--- config.mk ---
export PLATFORM = sky130hd
export DESIGN_NAME = cartridge_bank_mapper_with_irq_timer_unit_flat
export DESIGN_NICKNAME = d
export VERILOG_FILES = /design/src/design/cbm_pkg.sv /design/src/design/cbm_in_if.sv /design/src/design/cbm_out_if.sv /design/src/design/cbm_bank_ram.sv /design/src/design/cbm_regs.sv /design/src/design/cbm_out_fifo.sv /design/src/design/cartridge_bank_mapper_with_irq_timer_unit.sv /design/src/flat_wrapper.sv
export VERILOG_INCLUDE_DIRS = /design/src /design/src/design
export SDC_FILE = /design/constraint.sdc
export NUM_CORES = 1
export LEC_CHECK = 0
export ABC_AREA = 1
export BUFFER_PORTS_ARGS = -buffer_cell sky130_fd_sc_hd__buf_4
export CORE_ASPECT_RATIO = 0.9
export CORE_MARGIN = 10
export CORE_UTILIZATION = 28
export CTS_CLUSTER_DIAMETER = 80
export DETAILED_ROUTE_END_ITERATION = 6
export SLEW_MARGIN = 20
export SYNTH_ARGS = -nofsm -noshare
export SYNTH_HDL_FRONTEND = slang
export SYNTH_SLANG_ARGS = --single-unit
--- constraint.sdc ---
create_clock -name clk -period 5.75 [get_ports clk]
set_input_delay 0.575 -clock clk [delete_from_list [all_inputs] [get_ports clk]]
set_output_delay 0.575 -clock clk [all_outputs]
set_load 0.03 [all_outputs]
--- src/design/cartridge_bank_mapper_with_irq_timer_unit_macros.svh ---
// ----------------------------------------------------------------------------
// Assertion macros for the cartridge bank mapper
// Shared concurrent assertion forms, clocked on clk, disabled during reset.
// ----------------------------------------------------------------------------
`ifndef CARTRIDGE_BANK_MAPPER_WITH_IRQ_TIMER_UNIT_MACROS_SVH
`define CARTRIDGE_BANK_MAPPER_WITH_IRQ_TIMER_UNIT_MACROS_SVH

// same-cycle implication
`define CBM_ASSERT_IMPL(label, clk, rst_n, ante, cons, msg) \
	label: assert property (@(posedge clk) disable iff (!rst_n) (ante) |-> (cons)) \
		else $error(msg);

// next-cycle implication
`define CBM_ASSERT_NEXT(label, clk, rst_n, ante, cons, msg) \
	label: assert property (@(posedge clk) disable iff (!rst_n) (ante) |=> (cons)) \
		else $error(msg);

`endif

--- src/design/cbm_pkg.sv ---
// ----------------------------------------------------------------------------
// cbm_pkg
// Types, register decode constants and bank reset values of the mapper.
// ----------------------------------------------------------------------------
package cbm_pkg;

	typedef enum logic [1:0] {
		REQ_WRITE = 2'd0,
		REQ_TICK  = 2'd1,
		REQ_CPU   = 2'd2,
		REQ_PPU   = 2'd3
	} req_kind_t;

	typedef enum logic [1:0] {
		TGT_NONE = 2'd0,
		TGT_PRG  = 2'd1,
		TGT_WRAM = 2'd2,
		TGT_CHR  = 2'd3
	} target_t;

	// register decode
	localparam logic [15:0] MAP_MASK    = 16'hF007;
	localparam logic [15:0] REG_PRG0    = 16'h8000;
	localparam logic [15:0] REG_PRG1    = 16'hA000;
	localparam logic [15:0] REG_PRG2    = 16'hC000;
	localparam logic [15:0] REG_MIRROR  = 16'h9001;
	localparam logic [15:0] REG_IRQ_EN  = 16'h9003;
	localparam logic [15:0] REG_RELOAD  = 16'h9004;
	localparam logic [15:0] REG_LATCH_H = 16'h9005;
	localparam logic [15:0] REG_LATCH_L = 16'h9006;
	localparam logic [15:0] REG_CHR_LO  = 16'hB000;
	localparam logic [15:0] REG_CHR_HI  = 16'hB007;

	// CPU windows
	localparam logic [15:0] CPU_PRG_BASE  = 16'h8000;
	localparam logic [15:0] CPU_WRAM_BASE = 16'h6000;
	localparam logic [7:0]  FIXED_BANK    = 8'hFF;

	// bank table: program banks 0..2, character banks 3..10
	localparam int          NUM_BANKS  = 11;
	localparam int          BANK_IDX_W = 4;
	localparam logic [3:0]  CHR_BASE   = 4'd3;

	typedef struct packed {
		logic                  en;
		logic [BANK_IDX_W-1:0] idx;
		logic [7:0]            data;
	} bank_wr_t;

	typedef struct packed {
		logic        irq_line;
		target_t     target;
		logic [20:0] mapped_address;
		logic        mirror_mode;
	} rsp_item_t;

	function automatic logic [7:0] bank_reset_val(input logic [BANK_IDX_W-1:0] idx);
		logic [7:0] val;
		case (idx)
			4'd0:    val = 8'h00;
			4'd1:    val = 8'h01;
			4'd2:    val = 8'hFE;
			default: val = {4'b0000, idx - CHR_BASE};
		endcase
		return val;
	endfunction

endpackage

--- src/design/cbm_in_if.sv ---
// ----------------------------------------------------------------------------
// cbm_in_if
// Request channel: valid/ready handshake with request type, address, data.
// ----------------------------------------------------------------------------
interface cbm_in_if;
	logic        valid;
	logic        ready;
	logic [1:0]  req_type;
	logic [15:0] address;
	logic [7:0]  write_data;

	modport source (output valid, req_type, address, write_data, input ready);
	modport sink   (input valid, req_type, address, write_data, output ready);
endinterface

--- src/design/cbm_out_if.sv ---
// ----------------------------------------------------------------------------
// cbm_out_if
// Response channel: valid/ready handshake with one mapping result.
// ----------------------------------------------------------------------------
interface cbm_out_if;
	logic        valid;
	logic        ready;
	logic        irq_line;
	logic [1:0]  target;
	logic [20:0] mapped_address;
	logic        mirror_mode;

	modport source (output valid, irq_line, target, mapped_address, mirror_mode,
		input ready);
	modport sink   (input valid, irq_line, target, mapped_address, mirror_mode,
		output ready);
endinterface

--- src/design/cbm_bank_ram.sv ---
// ----------------------------------------------------------------------------
// cbm_bank_ram
// Bank number table with registered read and per-entry valid bits; an entry
// not yet written reads as its power-on bank.
// ----------------------------------------------------------------------------
module cbm_bank_ram
	import cbm_pkg::*;
(
	input  logic                  clk,
	input  logic                  arst_n,
	input  bank_wr_t              wr,
	input  logic                  rd_en,
	input  logic [BANK_IDX_W-1:0] rd_idx,
	output logic [7:0]            rd_bank
);

	logic [7:0]            mem [NUM_BANKS];
	logic [NUM_BANKS-1:0]  vld_q;
	logic [7:0]            dat_q;
	logic                  hit_q;
	logic [BANK_IDX_W-1:0] idx_q;

	// write port
	always_ff @(posedge clk) begin
		if (wr.en) begin
			mem[wr.idx] <= wr.data;
		end
	end

	// mark written entries
	always_ff @(posedge clk or negedge arst_n) begin
		if (!arst_n) begin
			vld_q <= '0;
		end else if (wr.en) begin
			vld_q[wr.idx] <= 1'b1;
		end
	end

	// read port, registered
	always_ff @(posedge clk) begin
		if (rd_en) begin
			dat_q <= mem[rd_idx];
			hit_q <= vld_q[rd_idx];
			idx_q <= rd_idx;
		end
	end

	assign rd_bank = hit_q ? dat_q : bank_reset_val(idx_q);

endmodule

--- src/design/cbm_regs.sv ---
// ----------------------------------------------------------------------------
// cbm_regs
// Register write decode, mirroring bit and the CPU-cycle IRQ timer.
// ----------------------------------------------------------------------------
module cbm_regs
	import cbm_pkg::*;
(
	input  logic        clk,
	input  logic        arst_n,
	input  logic        accept,
	input  req_kind_t   kind,
	input  logic [15:0] address,
	input  logic [7:0]  write_data,
	output bank_wr_t    bank_wr,
	output logic        irq_next,
	output logic        mirror_next
);

	logic        en_q, irq_q, mirror_q;
	logic [15:0] cnt_q, latch_q;
	logic        en_d, irq_d, mirror_d;
	logic [15:0] cnt_d, latch_d, cnt_dec, masked;

	assign masked  = address & MAP_MASK;
	assign cnt_dec = cnt_q - 16'd1;

	// decode the request and work out the next register values
	always_comb begin
		en_d        = en_q;
		irq_d       = irq_q;
		mirror_d    = mirror_q;
		cnt_d       = cnt_q;
		latch_d     = latch_q;
		bank_wr.en  = 1'b0;
		bank_wr.idx = '0;
		bank_wr.data = write_data;
		if (kind == REQ_WRITE && address[15]) begin
			unique case (masked) inside
				REG_PRG0: begin
					bank_wr.en  = accept;
					bank_wr.idx = 4'd0;
				end
				REG_PRG1: begin
					bank_wr.en  = accept;
					bank_wr.idx = 4'd1;
				end
				REG_PRG2: begin
					bank_wr.en  = accept;
					bank_wr.idx = 4'd2;
				end
				REG_MIRROR: mirror_d = ~write_data[7];
				REG_IRQ_EN: begin
					en_d  = write_data[7];
					irq_d = 1'b0;
				end
				REG_RELOAD: begin
					cnt_d = latch_q;
					irq_d = 1'b0;
				end
				REG_LATCH_H: latch_d = {write_data, latch_q[7:0]};
				REG_LATCH_L: latch_d = {latch_q[15:8], write_data};
				[REG_CHR_LO:REG_CHR_HI]: begin
					bank_wr.en  = accept;
					bank_wr.idx = CHR_BASE + {1'b0, address[2:0]};
				end
				default: ;
			endcase
		end else if (kind == REQ_TICK && en_q) begin
			cnt_d = cnt_dec;
			if (cnt_dec == 16'd0) begin
				en_d  = 1'b0;
				irq_d = 1'b1;
			end
		end
	end

	// commit on accepted requests
	always_ff @(posedge clk or negedge arst_n) begin
		if (!arst_n) begin
			en_q     <= 1'b0;
			irq_q    <= 1'b0;
			mirror_q <= 1'b0;
			cnt_q    <= '0;
			latch_q  <= '0;
		end else if (accept) begin
			en_q     <= en_d;
			irq_q    <= irq_d;
			mirror_q <= mirror_d;
			cnt_q    <= cnt_d;
			latch_q  <= latch_d;
		end
	end

	assign irq_next    = irq_d;
	assign mirror_next = mirror_d;

endmodule

--- src/design/cbm_out_fifo.sv ---
// ----------------------------------------------------------------------------
// cbm_out_fifo
// Two-entry response buffer: head register plus skid slot.
// ----------------------------------------------------------------------------
`include "cartridge_bank_mapper_with_irq_timer_unit_macros.svh"

module cbm_out_fifo
	import cbm_pkg::*;
(
	input  logic      clk,
	input  logic      arst_n,
	input  logic      push,
	input  rsp_item_t push_item,
	output logic      full,
	output logic      head_valid,
	output rsp_item_t head_item,
	input  logic      pop_ready
);

	logic      head_v_q, sk_v_q;
	rsp_item_t head_q, sk_q;
	logic      pop;

	assign pop = head_v_q && pop_ready;

	// valid flags
	always_ff @(posedge clk or negedge arst_n) begin
		if (!arst_n) begin
			head_v_q <= 1'b0;
			sk_v_q   <= 1'b0;
		end else begin
			if (push && !pop) begin
				if (head_v_q) begin
					sk_v_q <= 1'b1;
				end
				head_v_q <= 1'b1;
			end else if (pop && !push) begin
				if (sk_v_q) begin
					sk_v_q <= 1'b0;
				end else begin
					head_v_q <= 1'b0;
				end
			end
		end
	end

	// payload slots
	always_ff @(posedge clk) begin
		if (push && !pop) begin
			if (head_v_q) begin
				sk_q <= push_item;
			end else begin
				head_q <= push_item;
			end
		end else if (pop && !push) begin
			if (sk_v_q) begin
				head_q <= sk_q;
			end
		end else if (pop && push) begin
			if (sk_v_q) begin
				head_q <= sk_q;
				sk_q   <= push_item;
			end else begin
				head_q <= push_item;
			end
		end
	end

	assign full       = sk_v_q;
	assign head_valid = head_v_q;
	assign head_item  = head_q;

	`CBM_ASSERT_IMPL(a_skid_needs_head, clk, arst_n, sk_v_q, head_v_q, "skid without head")
	`CBM_ASSERT_IMPL(a_no_overflow, clk, arst_n, push && sk_v_q, pop, "push into full buffer")
	`CBM_ASSERT_NEXT(a_skid_holds, clk, arst_n, sk_v_q && !pop, sk_v_q && $stable(sk_q),
		"skid entry lost")

endmodule

--- src/design/cartridge_bank_mapper_with_irq_timer_unit.sv ---
// ----------------------------------------------------------------------------
// cartridge_bank_mapper_with_irq_timer_unit
// Cartridge bank switching with CPU-cycle IRQ timer.
// ----------------------------------------------------------------------------
// Usage:
//   req carries one request per handshake: register write, CPU cycle tick,
//   CPU address translate or PPU address translate. rsp returns exactly one
//   result per request, in order: IRQ line and mirroring after the request,
//   plus target and mapped address for translates (zero otherwise).
//   From acceptance to rsp.valid a request passes the registered read of the
//   bank table, then the response register; it may wait between the two.
//   Throughput is one request per clock while rsp keeps up; the bank table
//   has one write and one read port, and each request uses each at most
//   once at acceptance, so back-to-back requests never collide on an entry.
//   Reset clears the timer, IRQ, mirroring and the bank valid bits; the bank
//   table then reads its power-on banks with no clearing pass.
//   When rsp stalls, results collect in a two-entry buffer; req.ready drops
//   only once both entries are full, and a request already in the read stage
//   waits there until space frees.
// ----------------------------------------------------------------------------
module cartridge_bank_mapper_with_irq_timer_unit
	import cbm_pkg::*;
(
	input  logic       clk,
	input  logic       arst_n,
	cbm_in_if.sink     req,
	cbm_out_if.source  rsp
);

	logic                  accept;
	req_kind_t             kind;
	bank_wr_t              bank_wr;
	logic                  irq_next, mirror_next;
	logic [BANK_IDX_W-1:0] rd_idx;
	logic [7:0]            rd_bank;

	logic                  v_s1, irq_s1, mirror_s1;
	req_kind_t             kind_s1;
	logic [15:0]           addr_s1;
	logic                  s1_move, fifo_full;
	rsp_item_t             item_s1, head_item;
	logic                  head_valid;

	assign kind    = req_kind_t'(req.req_type);
	assign s1_move = v_s1 && !fifo_full;
	assign req.ready = !v_s1 || s1_move;
	assign accept  = req.valid && req.ready;

	cbm_regs u_regs (
		.clk         (clk),
		.arst_n      (arst_n),
		.accept      (accept),
		.kind        (kind),
		.address     (req.address),
		.write_data  (req.write_data),
		.bank_wr     (bank_wr),
		.irq_next    (irq_next),
		.mirror_next (mirror_next)
	);

	// pick the bank table entry a translate needs
	assign rd_idx = (kind == REQ_PPU) ? CHR_BASE + {1'b0, req.address[12:10]}
		: {2'b00, req.address[14:13]};

	cbm_bank_ram u_bank_ram (
		.clk     (clk),
		.arst_n  (arst_n),
		.wr      (bank_wr),
		.rd_en   (accept),
		.rd_idx  (rd_idx),
		.rd_bank (rd_bank)
	);

	// read stage register
	always_ff @(posedge clk or negedge arst_n) begin
		if (!arst_n) begin
			v_s1 <= 1'b0;
		end else if (accept) begin
			v_s1 <= 1'b1;
		end else if (s1_move) begin
			v_s1 <= 1'b0;
		end
	end

	always_ff @(posedge clk) begin
		if (accept) begin
			kind_s1   <= kind;
			addr_s1   <= req.address;
			irq_s1    <= irq_next;
			mirror_s1 <= mirror_next;
		end
	end

	// form the mapped address from the bank read
	always_comb begin
		item_s1.irq_line       = irq_s1;
		item_s1.mirror_mode    = mirror_s1;
		item_s1.target         = TGT_NONE;
		item_s1.mapped_address = '0;
		case (kind_s1)
			REQ_CPU: begin
				if (addr_s1 >= CPU_PRG_BASE) begin
					item_s1.target         = TGT_PRG;
					item_s1.mapped_address = {(addr_s1[14:13] == 2'b11) ? FIXED_BANK
						: rd_bank, addr_s1[12:0]};
				end else if (addr_s1 >= CPU_WRAM_BASE) begin
					item_s1.target         = TGT_WRAM;
					item_s1.mapped_address = {8'h00, addr_s1[12:0]};
				end
			end
			REQ_PPU: begin
				if (!addr_s1[13]) begin
					item_s1.target         = TGT_CHR;
					item_s1.mapped_address = {3'b000, rd_bank, addr_s1[9:0]};
				end
			end
			default: ;
		endcase
	end

	cbm_out_fifo u_out_fifo (
		.clk        (clk),
		.arst_n     (arst_n),
		.push       (s1_move),
		.push_item  (item_s1),
		.full       (fifo_full),
		.head_valid (head_valid),
		.head_item  (head_item),
		.pop_ready  (rsp.ready)
	);

	assign rsp.valid          = head_valid;
	assign rsp.irq_line       = head_item.irq_line;
	assign rsp.target         = head_item.target;
	assign rsp.mapped_address = head_item.mapped_address;
	assign rsp.mirror_mode    = head_item.mirror_mode;

endmodule
--- src/flat_wrapper.sv ---
// flat-port wrapper written by rule: the top's interface ports become plain ports
module cartridge_bank_mapper_with_irq_timer_unit_flat import cbm_pkg::*;
  (clk, arst_n, req_valid, req_req_type, req_address, req_write_data, req_ready, rsp_valid, rsp_irq_line, rsp_target, rsp_mapped_address, rsp_mirror_mode, rsp_ready);
  cbm_in_if req_i ();
  cbm_out_if rsp_i ();
  input  logic clk;
  input  logic arst_n;
  input wire logic [$bits(req_i.valid)-1:0] req_valid;
  input wire logic [$bits(req_i.req_type)-1:0] req_req_type;
  input wire logic [$bits(req_i.address)-1:0] req_address;
  input wire logic [$bits(req_i.write_data)-1:0] req_write_data;
  output wire logic [$bits(req_i.ready)-1:0] req_ready;
  output wire logic [$bits(rsp_i.valid)-1:0] rsp_valid;
  output wire logic [$bits(rsp_i.irq_line)-1:0] rsp_irq_line;
  output wire logic [$bits(rsp_i.target)-1:0] rsp_target;
  output wire logic [$bits(rsp_i.mapped_address)-1:0] rsp_mapped_address;
  output wire logic [$bits(rsp_i.mirror_mode)-1:0] rsp_mirror_mode;
  input wire logic [$bits(rsp_i.ready)-1:0] rsp_ready;
  assign req_i.valid = req_valid;
  assign req_i.req_type = req_req_type;
  assign req_i.address = req_address;
  assign req_i.write_data = req_write_data;
  assign req_ready = req_i.ready;
  assign rsp_valid = rsp_i.valid;
  assign rsp_irq_line = rsp_i.irq_line;
  assign rsp_target = rsp_i.target;
  assign rsp_mapped_address = rsp_i.mapped_address;
  assign rsp_mirror_mode = rsp_i.mirror_mode;
  assign rsp_i.ready = rsp_ready;
  cartridge_bank_mapper_with_irq_timer_unit u_core (.clk(clk), .arst_n(arst_n), .req(req_i), .rsp(rsp_i));
endmodule
Word-level counts from Yosys, hierarchy flattened

Memories as Yosys holds them, arrays and structs flattened. A register that Yosys moved wholly into a read port is not among the register bits.
Index checks and enable logic that the tools add are counted.

Add/subtract/negate cells: 4
$mul: 0
Divide/modulo/power cells: 0
$lt $le $gt $ge: 7
Equality and inequality tests: 22
Shifts and indexed selects: 0
Muxes and demuxes: 49
Bitwise gates (word level): 4
Reductions and logical operators: 34

Operator list:

| cell                  | number |
|---|---|
| $mux 25               | 11 |
| $mux 23               | 3 |
| $eq 7x7->1 const B    | 8 |
| $mux 16               | 3 |
| $pmux 23 s2           | 1 |
| $ge 16x16->1 const B  | 2 |
| $pmux 16 s2           | 1 |
| $pmux 8 s3            | 1 |
| $mux 1                | 22 |
| $pmux 5 s4            | 1 |
| $ge 16x15->1 const B  | 1 |
| $le 16x16->1 const B  | 1 |
| $logic_not 16->1      | 1 |
| $mux 8                | 2 |
| $reduce_and 4->1      | 4 |
| $sub 16x1->16 const B | 1 |
| $reduce_bool 2->1     | 6 |
| $or 11x11->11         | 1 |
| $logic_and 1x1->1     | 10 |
| $lt 4x5->1 const B    | 2 |
| $add 2x3->4 const A   | 2 |
| $eq 2x2->1 const B    | 4 |
| $ne 2x1->1 const B    | 3 |
| $ne 2x2->1 const B    | 3 |
| other kinds (19)      | 26 |

Flip-flop bits (word level): 124
Latch bits: 0
Bits in writable memories: 88
Bits in read-only memories: 0
Input bits: 30
Output and inout port bits: 27
Word-level logic and storage cells: 145
Memories kept: 1

Memories:

| name                  | words | bits a word | read ports | clocked after memory_dff | wr ports | RTL line           | source |
|---|---|---|---|---|---|---|---|
| u_core.u_bank_ram.mem | 11    | 8           | 1          | 1                        | 1        | cbm_bank_ram.sv:17 | `logic [7:0] mem [NUM_BANKS];` |

Depth between registers and ports, before layout

Gate-level depths: netlist of the first run.

Depth in word-level cells: 11
Depth in mapped cells: 15
Depth with buffers taken out: 15

Cells and area by module

A second synthesis of the first run with hierarchy kept.

Cells, all modules: 1,222
Area, all modules: 11,215.8 um^2

By module, submodules not included:

| module                                    | times used | cells an instance | area each (um^2) | seq. area each (um^2) |
|---|---|---|---|---|
| cbm_bank_ram                              | 1          | 456               | 4,843.4          | 3,308.2 |
| cbm_out_fifo                              | 1          | 315               | 2,900.3          | 1,551.5 |
| cbm_regs                                  | 1          | 324               | 2,294.7          | 875.8 |
| cartridge_bank_mapper_with_irq_timer_unit | 1          | 127               | 1,177.4          | 625.6 |

Least setup slack after synthesis of the first run

OpenSTA, ideal clock, no wires.

Kind: input port to flip-flop
From: input rsp_ready
To: register u_core.u_out_fifo.sk_q[0] (netlist bit), enable pin
Setup time: 407 ps
Arrival time: 2,043 ps
Data required time: 5,343 ps
Slack: 3,300 ps
Cell stages on the path: 4
Buffers on the path: 0
Cell sequence: nand2_1 > ha_1 > nand2_1 > nor2_1

Cells in the longest elaborated chain, start to end: 5
Elaborated cells between the ends (all ways): 10
Classes of those cells: eq/ne (2); reduce/logical (8)

RTL lines:

| what                                                                    | RTL line           | source |
|---|---|---|
| start: declaration                                                      | flat_wrapper.sv:18 | `input wire logic [$bits(rsp_i.ready)-1:0] rsp_ready;` |
| $logic_and 1x1->1 *                                                     | cbm_out_fifo.sv:24 | `assign pop = head_v_q && pop_ready;` |
| $logic_not 1->1                                                         | cbm_out_fifo.sv:49 | `if (push && !pop) begin` |
| $logic_and 1x1->1                                                       | cbm_out_fifo.sv:49 |  |
| $ne 2x2->1 (no source line) / $reduce_bool 2->1 (equally long branches) | -                  |  |
| $reduce_and 4->1 (no source line) *                                     | -                  |  |
| end signal: assignment                                                  | cbm_out_fifo.sv:51 | `sk_q <= push_item;` |
| end signal: assignment                                                  | cbm_out_fifo.sv:62 | `sk_q <= push_item;` |
| end: declaration                                                        | cbm_out_fifo.sv:21 | `rsp_item_t head_q, sk_q;` |

Every way passes the cells marked *; elsewhere a longest branch is shown, timed or not.
A chain may end at the register's enable or synchronous reset.

Worst setup path after layout of the first run

From: input req_req_type[1]
To: memory u_core.u_bank_ram.mem[5][7], enable pin

Cells in the longest elaborated chain, start to end: 5

RTL lines:

| what                         | RTL line           | source |
|---|---|---|
| start: declaration           | flat_wrapper.sv:9  | `input wire logic [$bits(req_i.req_type)-1:0] req_req_type;` |
| $logic_not 2->1 *            | cbm_regs.sv:37     | `if (kind == REQ_WRITE && address[15]) begin` |
| $logic_and 1x1->1 *          | cbm_regs.sv:37     |  |
| $mux 5 *                     | cbm_regs.sv:37     |  |
| $mux 1                       | cbm_bank_ram.sv:25 | `if (wr.en) begin` |
| $mux 1 (not written as such) | cbm_bank_ram.sv:26 | `mem[wr.idx] <= wr.data;` |
| end: declaration             | cbm_bank_ram.sv:17 |  |

Marked as above.

==> results of run 1 <==
## Yosys cell counts (all sizes together), types with 5 or more instances
cell    number
a21oi       13
buf         16
clkbuf      14
dfrtp       49
edfxtp     171
ha          14
inv         94
nand2      195
nand3       28
nor2       124
nor3         7
o211ai       7
o21ai      136
o221ai       9
o22ai       18
or2          5
## layer usage
| metal | part of all wire (%) | wire, µm | vias up |
|---|---|---|---|
| met4 | 2.0 | 447 | 0 |
| met3 | 7.4 | 1690 | 33 |
| met2 | 43 | 9930 | 234 |
| met1 | 47 | 10800 | 3234 |
| li1 | - | - | 3265 |
| met5 | 0 | 0 | - |
## through the flow
step	total power [mW]	utilization [%]	area [µm²]	hold WS [ns]	setup WS (ns)
finish	3.20	33.1	11200	0.115	2.97
global route	3.31	33.1	11200	0.165	2.58
CTS	3.23	33.1	11200	0.137	2.96
detailed placement	1.88	31.1	10600	0.443	2.44
global placement	1.88	31.1	10600	0.443	2.54
floorplan	1.82	-	9690	0.279	3.30
## where the power goes
| group | internal [mW] | switching [mW] |
|---|---|---|
| combinational | 0.0383 | 0.0982 |
| sequential | 1.71 | 0 |
| clock | 0.771 | 0.580 |
## cell type report
class	count	area, µm²	share of cell area (%)
clock buffers	27	591	5.25
well taps	462	578	5.14
multi-input cells	579	2830	25.1
clock inverters	12	80.1	0.712
inverters	95	357	3.17
repair buffers	61	458	4.07
flip-flops and latches	220	6360	56.5
## kinds of logic (layout without fill, tap and decap cells)
family                   count (synthesis)  after routing
AND/OR/NAND/NOR                        366            366
flip-flops                             220            220
AO/OA/AOI/OAI                          193            193
buffers and inverters                  125            195
adder cells (fa/ha/maj)                 14             14
XOR/XNOR                                 6              6
## flip-flops by register name, indices dropped and copies added, names as in the netlist, 2 cells and up
register / count
u_core.u_bank_ram.mem: 88
u_core.kind_s1: 2
u_core.u_regs.latch_q: 16
u_core.u_out_fifo.sk_q: 25
u_core.u_bank_ram.dat_q: 8
u_core.u_bank_ram.vld_q: 11
u_core.addr_s1: 16
u_core.u_out_fifo.head_item: 25
u_core.u_regs.cnt_q: 16
u_core.u_bank_ram.idx_q: 4
## worst max-delay path, cell delays in order
cell and delay (ns):
buf_4 0.14, nor3_4 0.61, inv_2 0.36, nor2_2 0.25, nand2_1 0.09, inv_2 0.09
nand3_2 0.18, nor2_1 0.61
## final timing paths
check                      depth (start not counted)  slack, ns                              end              startpoint
setup / recovery                                   8       2.97      u_core.u_bank_ram.mem[5][7]         req_req_type[1]
hold / removal                                     1       0.11           u_core.u_regs.cnt_q[0]                  arst_n
setup reg to reg                                   9       2.97  u_core.u_out_fifo.head_item[14]  u_core.u_out_fifo.full
hold reg to reg                                    0       0.46       u_core.u_out_fifo.sk_q[24]           u_core.irq_s1
max in group asynchronous                          1       5.17       u_core.u_bank_ram.vld_q[8]                  arst_n
min in group clk                                   1       0.25                u_core.addr_s1[8]          req_address[8]
==> results.sh, run 1 <==
export IMPL_synth_main_ff_cell="edfxtp_1"
export IMPL_maxSlewHeadroom_pct=29.3
export IMPL_routedWlPerCell_um=15.7
export IMPL_antenna_cells_inserted=0
export IMPL_routed_via_count=6766
export IMPL_dr_first_iter_drc_count=721
export IMPL_worst_ir_drop_vdd_uv=135
export IMPL_core_um2=34000
export IMPL_antenna_found_initial=0
export IMPL_ios=57
export IMPL_critPathArrivalTime_ns=2.91
export IMPL_final_period_minus_worst_setup_slack_ns=2.78
export IMPL_yosys_register_bits=220
export IMPL_synthSimpleGateAreaFrac_pct=15.7
export IMPL_floorplan_die_height_um=196
export IMPL_cts_buffers_inserted=22
export IMPL_tritoncts_clock_tree="yes"
export IMPL_netlist_instances=924
export IMPL_final_period_utilization_pct=48.4
export IMPL_i_o_buffers=56
export IMPL_overflow=0
export IMPL_commonest_non_fill_non_tap_cells_in_the_layout="nand2_1 (191), edfxtp_1 (171), o21ai_0 (123), nor2_1 (118), inv_1 (86)"
export IMPL_synthDominantCellAreaShare_pct=53.0
export IMPL_dp_hpwl_um=15700
export IMPL_worstPathRequired_ns=5.88
export IMPL_grt_start_max_net_pins=50
export IMPL_clkTransAtPathRegs_ns=0.06
export IMPL_rsz_0062_raised_after_global_routing="no"
export IMPL_die_footprint_um2=42400
export IMPL_synth_xor_xnor_area_share_pct=0.543
export IMPL_busiest_layer="met2"
export IMPL_post_route_drc_count=0
export IMPL_post_route_skew_ns=0.0130
export IMPL_synth_sequential_area_ratio_pct=65.7
export IMPL_synth_mux_area_share_pct=0
export IMPL_filler_cell_count=3395
export IMPL_clock_tree_root_cell="clkbuf_16"
export IMPL_synth_distinct_cells=41
export IMPL_dominant_combinational_cell_family_by_area_after_synthesis="simple AND/OR/NAND/NOR gates"
export IMPL_post_synth_edffs=171
export IMPL_gp_congestion=0.855
export IMPL_floorplan_die_width_um=216
export IMPL_route_final_wire_length_um=22900
export IMPL_cts_hold_repair_buffers=0
export IMPL_num_clock_sinks=220
export IMPL_powerDensity_nw_per_um2=284
export IMPL_post_layout_nonfiller_instances=1456
export IMPL_mostFrequentLayoutCell="nand2_1"
export IMPL_max_slew_worst_pin_slew_ns=1.06
export IMPL_finalSetupViolations=0
export IMPL_antenna_left=0
export IMPL_run_status="complete, no violations"
export IMPL_clock_latency_ns=0.51
export IMPL_post_synth_main_area_contributors="edfxtp_1 (53%), dfrtp_1 (13%), nand2_1 (7.4%)"
export IMPL_area_delta_synth_final_pct=16.1
export IMPL_timing_setup_critical_path_class="in2reg"
export IMPL_initial_util_pct=28.5
export IMPL_placedCellCount=1417
export IMPL_totalNegativeSetupSlack_ns=0
export IMPL_grt_met3_usage_pct=2.31
export IMPL_critical_path_max_fanout=25
export IMPL_fraction_of_final_layout_cells_with_drive_strength_greater_than_1_pct=11.7
export IMPL_leakage_power_of_the_design_nw=4.38
export IMPL_holdCritPathClass="in2async"
export IMPL_synth_area_in_compound_gates_pct=11.1
export IMPL_clock_tree_htree_level_count=1
export IMPL_gates_resized_cts_repair=0
export IMPL_synthesis_warning_total=0
export IMPL_drt_pass1_iter_count=5
export IMPL_groute_layer_met1_usage_pct=14.8
export IMPL_post_cts_buffers=0
export IMPL_timing_final_hold_violations=0
export IMPL_worstSetupEndpointType="register"
export IMPL_yosys_area_top_type="edfxtp_1"
export IMPL_max_cap_violations=0
export IMPL_grt_util_overall_pct=10.4
export IMPL_design_final_nets=1023
export IMPL_avgSynthCellArea_um2=10.5
export IMPL_std_cell_rows=64
export IMPL_post_synth_fa_ha_maj_area_fraction_pct=1.81
export IMPL_ys_async_sr_fraction_pct=22.3
export IMPL_first_global_vias=6493
export IMPL_max_freq_ghz=0.360
export IMPL_clockBufferDepth=3
export IMPL_grt_first_pass_wirelength_um=36000
export IMPL_detail_route_vias_per_cell=4.65
export IMPL_post_synthesis_cell_area_um2=9690
export IMPL_grt_use_met2_pct=15.6
export IMPL_timing_critical_path_from_type="input port"
export IMPL_synthesis_nets=968
export IMPL_maxSlewViolCount=0
(Power assumes the default switching activity.)
==> inputs of run 2 (changes only) <==
==> constraint.sdc (replaced) <==
create_clock -name clk -period 2.4 [get_ports clk]
set_input_delay 0.24 -clock clk [delete_from_list [all_inputs] [get_ports clk]]
set_output_delay 0.24 -clock clk [all_outputs]
set_load 0.03 [all_outputs]
==> run 2 against run 1 <==
Against the previous run:
- hold slack worse by 0.076 ns
- via count down 0.22%
- combinational power rose to 2.8 times the previous value
- design area up 4.3%
- wire length down 2.4%
- sequential cell count unchanged
==> results.sh, run 2 (same netlist as run 1, synthesis figures left out) <==
export IMPL_powerDensity_nw_per_um2=692
export IMPL_power_mw=8.12
export IMPL_totalNegativeSetupSlack_ns=0
export IMPL_critical_path_slowest_cell="dlygate4sd3_1"
export IMPL_floorplan_die_width_um=216
export IMPL_route_final_wire_length_um=22400
export IMPL_initial_util_pct=28.5
export IMPL_mostFrequentLayoutCell="nand2_1"
export IMPL_worstPathCellList="dlygate4sd3_1 > buf_4 > inv_1 > ha_1 > nand3_1 > nor4_1 > inv_1 > a21oi_2 > nand2_1 > nor2_2 > buf_4"
export IMPL_holdCritPathClass="in2reg"
export IMPL_critPathArrivalTime_ns=2.51
export IMPL_first_global_vias=6588
export IMPL_fraction_of_final_layout_cells_with_drive_strength_greater_than_1_pct=14.4
export IMPL_clock_tree_root_cell="clkbuf_16"
export IMPL_post_cts_buffers=0
export IMPL_leakage_power_of_the_design_nw=4.63
export IMPL_antenna_found_initial=0
export IMPL_maxSlewHeadroom_pct=46.2
export IMPL_max_cap_violations=0
export IMPL_detail_route_vias_per_cell=4.51
export IMPL_clock_tree_htree_level_count=1
export IMPL_flip_flop_count_of_the_largest_register_all_copies_and_words_added=88
export IMPL_utilization_pct=34.5
export IMPL_routedWlPerCell_um=15.0
export IMPL_max_freq_ghz=0.437
export IMPL_tritoncts_clock_tree="yes"
export IMPL_area_delta_synth_final_pct=21.1
export IMPL_filler_cell_count=3391
export IMPL_i_o_buffers=56
export IMPL_floorplan_die_height_um=196
export IMPL_design_area_um2=11700
export IMPL_max_slew_worst_pin_slew_ns=0.804
export IMPL_dp_hpwl_um=15300
export IMPL_clkTransAtPathRegs_ns=0.07
export IMPL_run_status="complete, no violations"
export IMPL_overflow=0
export IMPL_design_final_nets=1062
export IMPL_holdCritStartpoint="req_write_data[5]"
export IMPL_dr_first_iter_drc_count=612
export IMPL_clock_latency_ns=0.51
export IMPL_routed_via_count=6751
export IMPL_maxSlewViolCount=0
export IMPL_critical_path_reg2reg_startpoint="u_core.u_regs.cnt_q[0]"
export IMPL_worst_ir_drop_vdd_uv=406
export IMPL_grt_start_max_net_pins=50
export IMPL_placement_cell_area_um2=10800
export IMPL_grt_first_pass_wirelength_um=35500
export IMPL_critical_path_max_fanout=8
export IMPL_antenna_cells_inserted=0
export IMPL_finalSetupViolations=0
export IMPL_ios=57
export IMPL_worstSetupEndpointType="register"
export IMPL_depth_of_the_worst_register_to_register_path=15
export IMPL_timing_critical_path_from_type="input port"
export IMPL_rsz_0062_raised_after_global_routing="no"
export IMPL_min_delay_worst_endpoint="u_core.u_bank_ram.mem[10][5]"
export IMPL_post_route_skew_ns=0.0157
export IMPL_path_buf_inv=5
export IMPL_r2r_end="u_core.u_regs.en_q"
export IMPL_clockBufferDepth=3
export IMPL_final_period_utilization_pct=95.5
export IMPL_critical_path_top_delay_family="buffers and inverters"
export IMPL_core_um2=34000
export IMPL_reg_with_most_ffs="u_core.u_bank_ram.mem"
export IMPL_grt_util_overall_pct=10.1
export IMPL_commonest_non_fill_non_tap_cells_in_the_layout="nand2_1 (191), edfxtp_1 (171), o21ai_0 (123), nor2_1 (116), inv_1 (85)"
export IMPL_timing_setup_critical_path_class="in2reg"
export IMPL_final_period_minus_worst_setup_slack_ns=2.29
export IMPL_num_clock_sinks=220
export IMPL_worstHoldPathCells=1
export IMPL_std_cell_rows=64
export IMPL_drt_pass1_iter_count=6
export IMPL_timing_final_hold_violations=0
export IMPL_post_route_drc_count=0
export IMPL_worstPathRequired_ns=2.62
export IMPL_gp_congestion=0.831
export IMPL_antenna_left=0
export IMPL_cts_buffers_inserted=23
export IMPL_cp_slowest_stage_delay_ns=0.57
export IMPL_die_footprint_um2=42400
export IMPL_worst_r2r_setup_slack_ns=0.31
==> run 2: per-layer routing <==
metal / vias to the layer above / routed length, µm / track usage [%]
met3: 35 / 1440 / 2.36
met1: 3191 / 11200 / 14.7
met4: 0 / 510 / 2.66
li1: 3345 / - / -
met2: 180 / 9180 / 14.8
met5: - / 0 / 0
==> run 2: cell type report <==
cell class                      instances  area [µm²]  share of cell area, %
Clock buffer                           25         583                   4.97
Clock inverter                         16         184                   1.57
Inverter                               95         360                   3.07
Multi-Input combinational cell        579        2840                   24.2
Sequential cell                       220        6360                   54.2
Tap cell                              462         578                   4.93
Timing Repair Buffer                   99         828                   7.06
==> run 2: metrics by stage <==
step | instances | hold WS (ns) | setup WS, ns
after floorplan | 924 | -0.0556 | 0.212
after global placement | 1436 | 0.317 | 0.212
after detailed placement | 1436 | 0.324 | 0.129
after global routing | 1496 | 0.0299 | 0.00779
after CTS | 1496 | 0.0245 | 0.121
final | 1496 | 0.0388 | 0.109
==> run 2: report_power, final <==
part | switching [mW] | internal [mW] | leakage, nW | total (mW)
logic | 0.252 | 0.128 | 2.17 | 0.380
registers | 0 | 4.10 | 2.08 | 4.10
clock network | 1.46 | 2.18 | 0.381 | 3.64
total | 1.71 | 6.41 | 4.63 | 8.12
==> run 2: worst max-delay path by stage <==
stage,startpoint,endpoint,cells after the start
6_report,req_address[0],u_core.u_bank_ram.mem[6][4],11
5_1_grt,req_address[0],u_core.u_bank_ram.mem[6][5],11
4_1_cts,u_core.u_out_fifo.full,u_core.u_out_fifo.head_item[6],5
3_5_place_dp,u_core.u_out_fifo.full,u_core.u_out_fifo.head_item[16],5
3_3_place_gp,u_core.u_out_fifo.full,u_core.u_out_fifo.head_item[17],5
2_1_floorplan,u_core.u_out_fifo.full,u_core.u_regs.cnt_q[15],10
==> run 2: repair_timing <==
item | 4_1_cts | 5_1_grt
endpoints found under the setup margin | 0 | 16
hold buffers | 19 | 0
endpoints found under the hold margin | 67 | 0
resized for setup | 0 | 3
==> inputs of run 3 (changes only) <==
--- a/config.mk
+++ b/config.mk
@@ -7,12 +7,12 @@
 export NUM_CORES = 1
 export LEC_CHECK = 0
 export ABC_AREA = 1
-export BUFFER_PORTS_ARGS = -buffer_cell sky130_fd_sc_hd__buf_4
 export CORE_ASPECT_RATIO = 0.9
 export CORE_MARGIN = 10
 export CORE_UTILIZATION = 28
 export CTS_CLUSTER_DIAMETER = 80
 export DETAILED_ROUTE_END_ITERATION = 6
+export DONT_BUFFER_PORTS = 1
 export SLEW_MARGIN = 20
 export SYNTH_ARGS = -nofsm -noshare
 export SYNTH_HDL_FRONTEND = slang
==> run 3 against run 2 <==
Against the previous run:
- via count decreased by 2.6%
- critical path depth increased by 2
- non-clock buffer count is 44 lower
- hold slack better by 0.0058 ns
- setup slack better by 0.15 ns
- global-route usage is 0.095 points higher
- clock power about the same
- clock-buffer cell count is 2 higher
- clock skew rose by 0.0063 ns
- core utilization down 0.91 points
- first-iteration DRC count decreased by 24%
- largest cell class unchanged
==> results.sh, run 3 (same netlist as run 1, synthesis figures left out) <==
export IMPL_run_status="complete, no violations"
export IMPL_leakage_power_of_the_design_nw=4.41
export IMPL_timing_final_hold_violations=0
export IMPL_ff_latch_area_um2=6360
export IMPL_grt_first_pass_wirelength_um=35500
export IMPL_final_period_utilization_pct=89.3
export IMPL_worst_ir_drop_vdd_uv=411
export IMPL_timing_critical_path_from_type="register"
export IMPL_critPathArrivalTime_ns=2.53
export IMPL_route_final_wire_length_um=22200
export IMPL_critical_path_max_fanout=6
export IMPL_num_clock_sinks=220
export IMPL_holdCritPathClass="in2reg"
export IMPL_first_global_vias=6395
export IMPL_fin_worst_hold_slack_ns=0.0446
export IMPL_maxSlewViolCount=0
export IMPL_routed_via_count=6578
export IMPL_overflow=0
export IMPL_finalSetupViolations=0
export IMPL_worstPathRequired_ns=2.79
export IMPL_initial_util_pct=28.5
export IMPL_drt_pass1_iter_count=5
export IMPL_detail_route_vias_per_cell=4.52
export IMPL_floorplan_die_width_um=216
export IMPL_commonest_non_fill_non_tap_cells_in_the_layout="nand2_1 (191), edfxtp_1 (171), o21ai_0 (123), nor2_1 (118), inv_1 (85)"
export IMPL_die_footprint_um2=42400
export IMPL_max_freq_ghz=0.467
export IMPL_placedCellCount=1383
export IMPL_floorplan_die_height_um=196
export IMPL_max_cap_violations=0
export IMPL_worst_r2r_setup_slack_ns=0.26
export IMPL_totalNegativeSetupSlack_ns=0
export IMPL_clock_tree_root_cell="clkbuf_16"
export IMPL_std_cell_rows=64
export IMPL_antenna_found_initial=5
export IMPL_design_final_nets=1018
export IMPL_power_frac_seq_pct=50.9
export IMPL_core_um2=34000
export IMPL_area_delta_synth_final_pct=18.0
export IMPL_powerDensity_nw_per_um2=705
export IMPL_dpl_worst_slack_ns=0.126
export IMPL_i_o_buffers=0
export IMPL_clockBufferDepth=3
export IMPL_gp_congestion=0.815
export IMPL_clkTransAtPathRegs_ns=0.07
export IMPL_clock_latency_ns=0.51
export IMPL_flip_flop_count_of_the_largest_register_all_copies_and_words_added=88
export IMPL_total_switching_power_mw=1.65
export IMPL_cts_buffers_inserted=23
export IMPL_cell_internal_pwr_mw=6.40
export IMPL_routedWlPerCell_um=15.3
export IMPL_grt_util_overall_pct=10.2
export IMPL_post_route_drc_count=0
export IMPL_dp_hpwl_um=15000
export IMPL_utilization_pct=33.6
export IMPL_maxSlewHeadroom_pct=50.1
export IMPL_tritoncts_clock_tree="yes"
export IMPL_max_slew_worst_pin_slew_ns=0.746
export IMPL_ios=57
export IMPL_grt_start_max_net_pins=50
export IMPL_filler_cell_count=3407
export IMPL_final_period_minus_worst_setup_slack_ns=2.14
export IMPL_layout_setup_ws_ns=0.257
export IMPL_worstSetupEndpointType="register"
export IMPL_cts_hold_repair_buffers=28
export IMPL_dr_first_iter_drc_count=466
export IMPL_reg_with_most_ffs="u_core.u_bank_ram.mem"
export IMPL_gates_resized_cts_repair=0
export IMPL_rsz_0062_raised_after_global_routing="no"
export IMPL_post_cts_buffers=0
export IMPL_post_route_skew_ns=0.0221
export IMPL_combinationalPowerShare_pct=4.2
export IMPL_mostFrequentLayoutCell="nand2_1"
export IMPL_fraction_of_final_layout_cells_with_drive_strength_greater_than_1_pct=9.38
export IMPL_timing_setup_critical_path_class="reg2reg"
export IMPL_sw_frac_of_total_pct=20.5
export IMPL_pwr_share_clk_pct=44.9
export IMPL_post_layout_nonfiller_instances=1454
export IMPL_multi_input_comb_area_um2=2830
export IMPL_antenna_left=0
export IMPL_clock_tree_htree_level_count=1
-- run 3: cell type report --
| class | instances | area share, % |
|---|---|---|
| clock buffers | 27 | 5.17 |
| well taps | 462 | 5.06 |
| diodes | 1 | 0.0219 |
| multi-input cells | 579 | 24.7 |
| flip-flops and latches | 220 | 55.7 |
| inverters | 95 | 3.15 |
| repair buffers | 55 | 4.60 |
| clock inverters | 15 | 1.58 |
-- run 3: power by group through the flow --
stage          logic, mW  registers, mW  clock network [mW]
6_report           0.337           4.10                3.62
4_1_cts            0.341           4.10                3.71
2_1_floorplan      0.177           4.18                   0
3_5_place_dp       0.245           4.18                   0
5_1_grt            0.376           4.10                3.85
3_3_place_gp       0.246           4.18                   0
-- run 3: routing by layer --
| metal | track usage, % | up-vias | wire length (µm) |
|---|---|---|---|
| li1 | - | 3254 | - |
| met1 | 14.8 | 3098 | 11000 |
| met2 | 14.8 | 182 | 9190 |
| met3 | 2.73 | 36 | 1560 |
| met4 | 2.20 | 8 | 403 |
| met5 | 0 | - | 35 |
-- run 3: path summary, 6_finish.rpt --
path | from | to | cells after the start
worst min-delay path | req_req_type[1] | u_core.u_regs.irq_q | 5
worst max register to register | u_core.u_regs.cnt_q[0] | u_core.u_regs.en_q | 13
worst min register to register | u_core.mirror_s1 | u_core.u_out_fifo.sk_q[0] | 0
worst max-delay path | u_core.u_regs.cnt_q[0] | u_core.u_regs.en_q | 13
max in group asynchronous | arst_n | u_core.u_bank_ram.vld_q[8] | 2
min in group asynchronous | arst_n | u_core.u_regs.cnt_q[0] | 2
-- run 3: per-stage QoR --
stage	total power, mW	instance area (µm²)
2_1_floorplan	4.36	9690
3_3_place_gp	4.43	10400
3_5_place_dp	4.42	10400
4_1_cts	8.15	11400
5_1_grt	8.32	11400
6_report	8.06	11400
-- run 3: worst max-delay path: stages (launching register included) --
cell	delay, ns
dfrtp_1	0.41
inv_1	0.12
ha_1	0.30
nand2_1	0.16
o21ai_0	0.24
nand2_1	0.11
nor2_1	0.12
nand3_1	0.10
nor2_1	0.17
nand2_1	0.07
nand2_1	0.08
nand2_1	0.06
nand2_1	0.05
nand2_1	0.04
